==> src/rtl/core/mdfe_pkg.sv <==
package mdfe_pkg;

    localparam int VTX_W     = 60;
    localparam int ANG_W     = 18;
    localparam int THR_W     = 7;
    localparam int NORM_BITS = 15;
    localparam int NORM_W    = NORM_BITS + 1;
    localparam int PROD_W    = 32;
    localparam int CROSS_W   = 33;
    localparam int DOT_W     = 34;
    localparam int SQ_W      = 64;
    localparam int ROOT_W    = 32;
    localparam int CX_W      = 36;
    localparam int Z_W       = 34;
    localparam int Z_FRAC    = 30;
    localparam int NORM_LAT  = 7;
    localparam int CFG_IDX_W = 1;

    localparam logic [Z_W-1:0] HALF_PI_Q30 = 34'd1686629713;
    localparam logic [24:0]    DEG_Q30     = 25'd18740331;

    localparam logic [CFG_IDX_W-1:0] CFG_THRESHOLD = 1'b0;
    localparam logic [CFG_IDX_W-1:0] CFG_INC_BND   = 1'b1;

    typedef struct packed {
        logic [VTX_W-1:0] tri1_vertex_a;
        logic [VTX_W-1:0] tri1_vertex_b;
        logic [VTX_W-1:0] tri1_vertex_c;
        logic [VTX_W-1:0] tri2_vertex_a;
        logic [VTX_W-1:0] tri2_vertex_b;
        logic [VTX_W-1:0] tri2_vertex_c;
        logic             has_second_face;
    } t_in_item;

    typedef struct packed {
        logic [ANG_W-1:0] angle_rad;
        logic             is_feature;
        logic             degenerate;
    } t_out_item;

    // Per-item control that travels beside the datapath.
    typedef struct packed {
        logic vld;
        logic bnd;
        logic dgn;
    } t_side;

    // atan(2^-i) in units of 2^-30 rad.
    function automatic logic [31:0] atan_q30(input int unsigned idx);
        logic [31:0] v;
        case (idx)
            0:  v = 32'h3243F6A8;
            1:  v = 32'h1DAC6705;
            2:  v = 32'h0FADBAFC;
            3:  v = 32'h07F56EA6;
            4:  v = 32'h03FEAB76;
            5:  v = 32'h01FFD55B;
            6:  v = 32'h00FFFAAA;
            7:  v = 32'h007FFF55;
            8:  v = 32'h003FFFEA;
            9:  v = 32'h001FFFFD;
            10: v = 32'h000FFFFF;
            11: v = 32'h0007FFFF;
            12: v = 32'h0003FFFF;
            13: v = 32'h0001FFFF;
            14: v = 32'h0000FFFF;
            15: v = 32'h00007FFF;
            16: v = 32'h00003FFF;
            17: v = 32'h00001FFF;
            18: v = 32'h00000FFF;
            19: v = 32'h000007FF;
            20: v = 32'h000003FF;
            21: v = 32'h000001FF;
            22: v = 32'h000000FF;
            23: v = 32'h0000007F;
            24: v = 32'h0000003F;
            25: v = 32'h0000001F;
            26: v = 32'h0000000F;
            27: v = 32'h00000008;
            28: v = 32'h00000004;
            29: v = 32'h00000002;
            30: v = 32'h00000001;
            default: v = 32'h00000000;
        endcase
        return v;
    endfunction

endpackage

==> src/rtl/core/mdfe_sqrt_cell.sv <==
module mdfe_sqrt_cell #(
    parameter int BIT = 31
) (
    input  logic                               i_clk,
    input  logic                               i_rst_n,
    input  logic                               i_en,
    input  mdfe_pkg::t_side                    i_side,
    input  logic        [mdfe_pkg::SQ_W-1:0]   i_rem,
    input  logic        [mdfe_pkg::ROOT_W-1:0] i_root,
    input  logic signed [mdfe_pkg::DOT_W-1:0]  i_dot,
    output mdfe_pkg::t_side                    o_side,
    output logic        [mdfe_pkg::SQ_W-1:0]   o_rem,
    output logic        [mdfe_pkg::ROOT_W-1:0] o_root,
    output logic signed [mdfe_pkg::DOT_W-1:0]  o_dot
);
    import mdfe_pkg::*;

    localparam int TR_W = SQ_W + 2;

    logic [TR_W-1:0] w_trial;
    logic            w_take;

    // Try setting this root bit: (2*root*2^BIT + 2^(2*BIT)) against the remainder.
    assign w_trial = (TR_W'(i_root) << (BIT + 1)) | (TR_W'(1) << (2 * BIT));
    assign w_take  = TR_W'(i_rem) >= w_trial;

    always_ff @(posedge i_clk) begin
        if (!i_rst_n) begin
            o_side <= '0;
        end else if (i_en) begin
            o_side <= i_side;
        end
    end

    always_ff @(posedge i_clk) begin
        if (i_en) begin
            o_dot  <= i_dot;
            o_rem  <= w_take ? (i_rem - w_trial[SQ_W-1:0]) : i_rem;
            o_root <= w_take ? (i_root | (ROOT_W'(1) << BIT)) : i_root;
        end
    end

endmodule

==> config.mk <==
export PLATFORM = sky130hd
export DESIGN_NAME = mdfe_sqrt_cell
export DESIGN_NICKNAME = d
export VERILOG_FILES = /design/src/rtl/core/mdfe_pkg.sv /design/src/rtl/core/mdfe_sqrt_cell.sv
export SDC_FILE = /design/constraint.sdc
export NUM_CORES = 1
export LEC_CHECK = 0
export ABC_AREA = 1
export BUFFER_PORTS_ARGS = -buffer_cell sky130_fd_sc_hd__buf_2
export CAP_MARGIN = 20
export CORE_AREA = 5 5 177 179
export DETAILED_ROUTE_END_ITERATION = 16
export DIE_AREA = 0 0 182 184
export GPL_TIMING_DRIVEN = 0
export SLEW_MARGIN = 10
export SYNTH_ARGS = -nofsm -noshare
export SYNTH_HDL_FRONTEND = slang
export SYNTH_SLANG_ARGS = --single-unit
==> constraint.sdc <==
create_clock -name i_clk -period 2.3 [get_ports i_clk]
set_clock_uncertainty 0.1 [all_clocks]
set_input_delay 0.115 -clock i_clk [delete_from_list [all_inputs] [get_ports i_clk]]
set_output_delay 0.115 -clock i_clk [all_outputs]
set_load 0.02 [all_outputs]
## Yosys cells after proc, flatten, opt, wreduce, memory -nomap -nowiden

Index checks and enable logic that the tools add are counted.

- Output and inout bits: 133
- Flip-flop bits (word level): 133
- Logic and storage cells: 10
- Bits of input ports: 136

- Order comparisons: 1
- Mux-type cells: 1
- Add/subtract/negate cells: 1

Operators by type and width:

| operator | count |
|---|---|
| 64-bit greater-or-equal comparator | 1 |
| 64-bit two-way mux | 1 |
| 64-bit subtractor | 1 |

## Depth between registers and ports, before layout

- Depth in word-level cells: 2
- Mapped depth: 16
- Mapped depth without buffers: 15

## Worst setup path after synthesis

Ideal clock, no wire load.

- Path type: in2reg
- From: input port i_rem[32] in the netlist's numbering
- To: register o_rem[35] in the netlist's numbering (data pin)
- Path slack: 0.237 ns
- Arrival: 1.708 ns
- Required time: 1.944 ns
- Buffers on the path: 1
- Stages: 14
- Library setup time: 0.256 ns
- Cells stage by stage: inv_1 -> ha_1 -> fa_1 -> inv_1 -> nand2_1 -> nand2_1 -> nand3_1 -> nand2_1 -> nand2_1 -> nand2_1 -> nand2_2 -> nand3_4 -> buf_4 -> o21ai_1

- Cells in the longest elaborated chain, start to end: 2
- Elaborated cells between the ends (all ways): 3
- Those cells by class: add/sub: 1; order compare: 1; mux: 1

RTL lines:

| item | RTL line | text |
|---|---|---|
| start, declared | mdfe_sqrt_cell.sv:8 | `input logic [mdfe_pkg::SQ_W-1:0] i_rem,` |
| 64-bit subtractor / 64-bit greater-or-equal comparator (equally long branches) | mdfe_sqrt_cell.sv:38, mdfe_sqrt_cell.sv:25 |  |
| 64-bit two-way mux (*) | mdfe_sqrt_cell.sv:38 | `o_rem <= w_take ? (i_rem - w_trial[SQ_W-1:0]) : i_rem;` |
| end signal, assigned | mdfe_sqrt_cell.sv:38 |  |
| end, declared | mdfe_sqrt_cell.sv:12 | `output logic [mdfe_pkg::SQ_W-1:0] o_rem,` |

Every way passes the cells marked *; elsewhere a longest branch is shown, timed or not.
A chain may end at the register's enable or synchronous reset.

## Final worst setup path

- From: input port i_rem[32] in the netlist's numbering
- To: register o_rem[40] in the netlist's numbering (data pin)

The elaborated chain is that of the path after synthesis.

==> results.py <==
metrics = {
    "outcome": {
        "status": "complete, no violations",
    },
    "worst_setup_path": {
        "max_stage_delay_ns": 0.41,
        "crit_fanout": 10,
        "required_ns": 2.38,
        "cp-end-kind": "register",
        "crit_path_cell_trace": "buf_2, inv_1, ha_1, fa_1, inv_1, nand2_1, nand2_1, nand3_1, nand2_2, nand2_1, nand2_1, nand2_2, nand3_4, buf_4, o21ai_1",
        "timing.critical_path.mode_cell": "nand2_1",
        "worst-r2r-setup-slack_ns": 0.99,
        "rr_worst_depth": 3,
        "cp_slowest_cell": "fa_1",
        "path_class": "primary input to register",
        "r2r_start": "o_side[0]",
        "cp-endpoint": "o_rem[40]",
        "arrival_ns": 2.16,
        "crit_family": "simple AND/OR/NAND/NOR gates",
        "cp.depth": 15,
        "r2r_end": "o_side[0]",
        "critPathBufInv": 4,
        "cp-startpoint": "i_rem[32]",
        "worst_setup_path_start_kind": "primary input",
    },
    "clock_tree": {
        "clockBufferDepth": 2,
        "clock_latency_ns": 0.42,
        "clkSinkCount": 133,
        "clk_pin_slew_ns": 0.07,
        "cts_buffers": 17,
        "clockRootBuffer": "clkbuf_16",
        "h-tree-depth": 4,
        "post_cts_buffers": 0,
        "cts_tree": "built",
    },
    "synth": {
        "yosysWarnings": 0,
        "syn_inst": 832,
        "seq_area_frac_synth_pct": 54.8,
        "synth_edf_count": 130,
        "ys_top_cells_by_count": "276 x nand2_1, 175 x inv_1, 130 x edfxtp_1",
        "synth_top_cell_by_area": "edfxtp_1",
        "synth_nets": 1000,
        "synth_seq_cells": 133,
        "synth_area_mm2": 0.00723,
        "netlist.area_leader.share_pct": 54.0,
        "syn_area_per_cell_um2": 8.70,
        "ys_types": 29,
        "synth_most_common_cell": "nand2_1",
        "synthTopCellsByArea": "edfxtp_1 54%, nand2_1 14%, inv_1 9.1%, ha_1 5.4%, nor2_1 3.4%",
        "ys.flop_type": "edfxtp_1",
        "async_flop_share_pct": 0,
    },
    "layout": {
        "area_delta_synth_final_pct": 52.8,
        "fin_util_pct": 37.6,
        "design_area_mm2": 0.0111,
        "drive_gt1_share_pct": 25.2,
        "nNetsFinal": 1423,
    },
    "placed_design": {
        "hpwl_um": 18900,
        "gp_congestion": 0.903,
        "placed_cell_area_mm2": 0.00910,
        "io_buffers": 268,
        "pre_cts_slack_ns": -0.267,
    },
    "drt": {
        "initialDrtViolationCount": 227,
        "post-route-drc-count": 0,
        "drt_wl_total_um": 24300,
        "drt-vias-per-instance": 4.08,
        "ant_nets": 0,
        "routedWlPerCell_um": 14.6,
        "vias": 6775,
        "dr.pass1.iters": 4,
    },
    "die": {
        "row_count": 63,
        "die_w_um": 182,
        "core-area_mm2": 0.0294,
        "dieArea_mm2": 0.0335,
        "pin_count": 269,
        "start_util_pct": 24.6,
        "fp.dieH_um": 184,
    },
    "power": {
        "p_leak_nw": 5.49,
        "powerDensity_mw_per_mm2": 676,
        "power.total_mw": 7.47,
        "peakVddDrop_v": 0.000320,
    },
    "min_path": {
        "hp-class": "primary input to register",
        "hold_depth": 3,
    },
    "sta": {
        "period_needed_ns": 2.08,
        "hold_viol_final": 0,
        "setup_viol": 0,
        "fmax_mhz": 481,
        "rsz0062_at_grt": "false",
        "final.period_utilization_pct": 90.4,
        "tightest_slew_ns": 0.514,
        "maxSlewHeadroom_pct": 65.8,
        "setup_ws_ns": 0.220,
        "setup_tns_ns": 0,
        "slew_viol_final": 0,
    },
    "grt": {
        "gr-usage-met3_pct": 4.31,
        "antenna_found_initial": 6,
        "grt_pass1_vias": 7042,
        "busiest_layer": "met2",
        "use_met1_pct": 17.2,
        "grt_pass1_wl_um": 37300,
        "overflow": 0,
        "grtUsageTotal_pct": 14.3,
        "met2_usage_pct": 24.9,
        "grt_max_degree": 90,
    },
    "flow_run": {
        "cap_violations": 0,
    },
}
==> worst min path at each step <==
| stage | start | end | slack (ns) |
|---|---|---|---|
| floorplan | i_dot[0] | o_dot[0] | 0.11 |
| global placement | i_dot[10] | o_dot[10] | 0.19 |
| detailed placement | i_dot[18] | o_dot[18] | 0.19 |
| CTS | i_rem[50] | o_rem[50] | 0.008 |
| global route | i_en | o_root[5] | 0.03 |
| finish | i_rem[50] | o_rem[50] | 0.009 |
==> layer usage <==
| metal | vias up | routed length [um] | part of all wire, % |
|---|---|---|---|
| met5 | - | 56 | 0.23 |
| met4 | 10 | 435 | 1.8 |
| met3 | 31 | 1500 | 6.2 |
| met2 | 191 | 11800 | 49 |
| met1 | 3044 | 10500 | 43 |
| li1 | 3499 | - | - |
==> cell families after synthesis <==
kind of cell | after synthesis | share of synthesized area, %
AND/OR/NAND/NOR | 425 | 24.6
buffers and inverters | 186 | 10.2
flip-flops | 133 | 54.8
AO/OA/AOI/OAI | 41 | 2.96
adder cells (fa/ha/maj) | 32 | 5.64
XOR/XNOR | 15 | 1.82
==> metrics by stage <==
| stage | instances | hold slack, ns |
|---|---|---|
| after floorplan | 832 | 0.114 |
| after global routing | 1658 | 0.0271 |
| final | 1661 | 0.00935 |
| after CTS | 1658 | 0.00751 |
| after detailed placement | 1491 | 0.193 |
| after global placement | 1490 | 0.192 |
==> state kept, by name (all words and copies together) (netlist names) <==
name,count
o_side,3
o_dot,34
o_root,32
o_rem,64
==> power breakdown <==
group / switching (mW) / total, mW / internal [mW]
Sequential: 0.0516 / 2.97 / 2.92
Combinational: 1.03 / 1.69 / 0.654
Clock: 1.19 / 2.82 / 1.63
==> area by class of cell <==
type,count,area [um2]
multi-input cells,513,2540
plain buffers,9,72.6
fillers,2994,18300
well taps,390,488
clock buffers,17,425
clock inverters,15,171
flip-flops and latches,133,3960
inverters,177,664
diodes,3,7.51
repair buffers,404,2730
==> worst register-to-register path: stages, from the launching register on <==
cell,delay (ns)
dfxtp_1,0.32
o21ai_0,0.17
nor2_1,0.06
dlygate4sd3_1,0.56
==> placed cells by master, fill, tap and decap left out, drive strengths merged <==
cell type | netlist | layout
dfxtp | 3 | 3
nand3 | 42 | 42
or2 | 1 | 1
clkbuf | 0 | 17
nand2 | 277 | 277
clkinv | 0 | 3
edfxtp | 130 | 130
bufinv | 0 | 2
inv | 177 | 184
dlygate4sd3 | 0 | 135
and3 | 3 | 3
and2 | 4 | 4
nand4 | 24 | 24
a21oi | 18 | 18
nor2 | 67 | 67
xor2 | 13 | 13
o21ai | 21 | 21
diode | 0 | 3
nand3b | 1 | 1
ha | 31 | 31
o21bai | 2 | 2
fa | 1 | 1
nor3 | 6 | 6
clkinvlp | 0 | 3
buf | 9 | 278
xnor2 | 2 | 2
==> timing repair <==
| action | in CTS | in global routing |
|---|---|---|
| hold endpoints to repair | 132 | 0 |
| resized for setup | 0 | 1 |
| setup endpoints to repair | 0 | 2 |
| hold buffers | 135 | 0 |
Power figures use the tool's default switching activity.
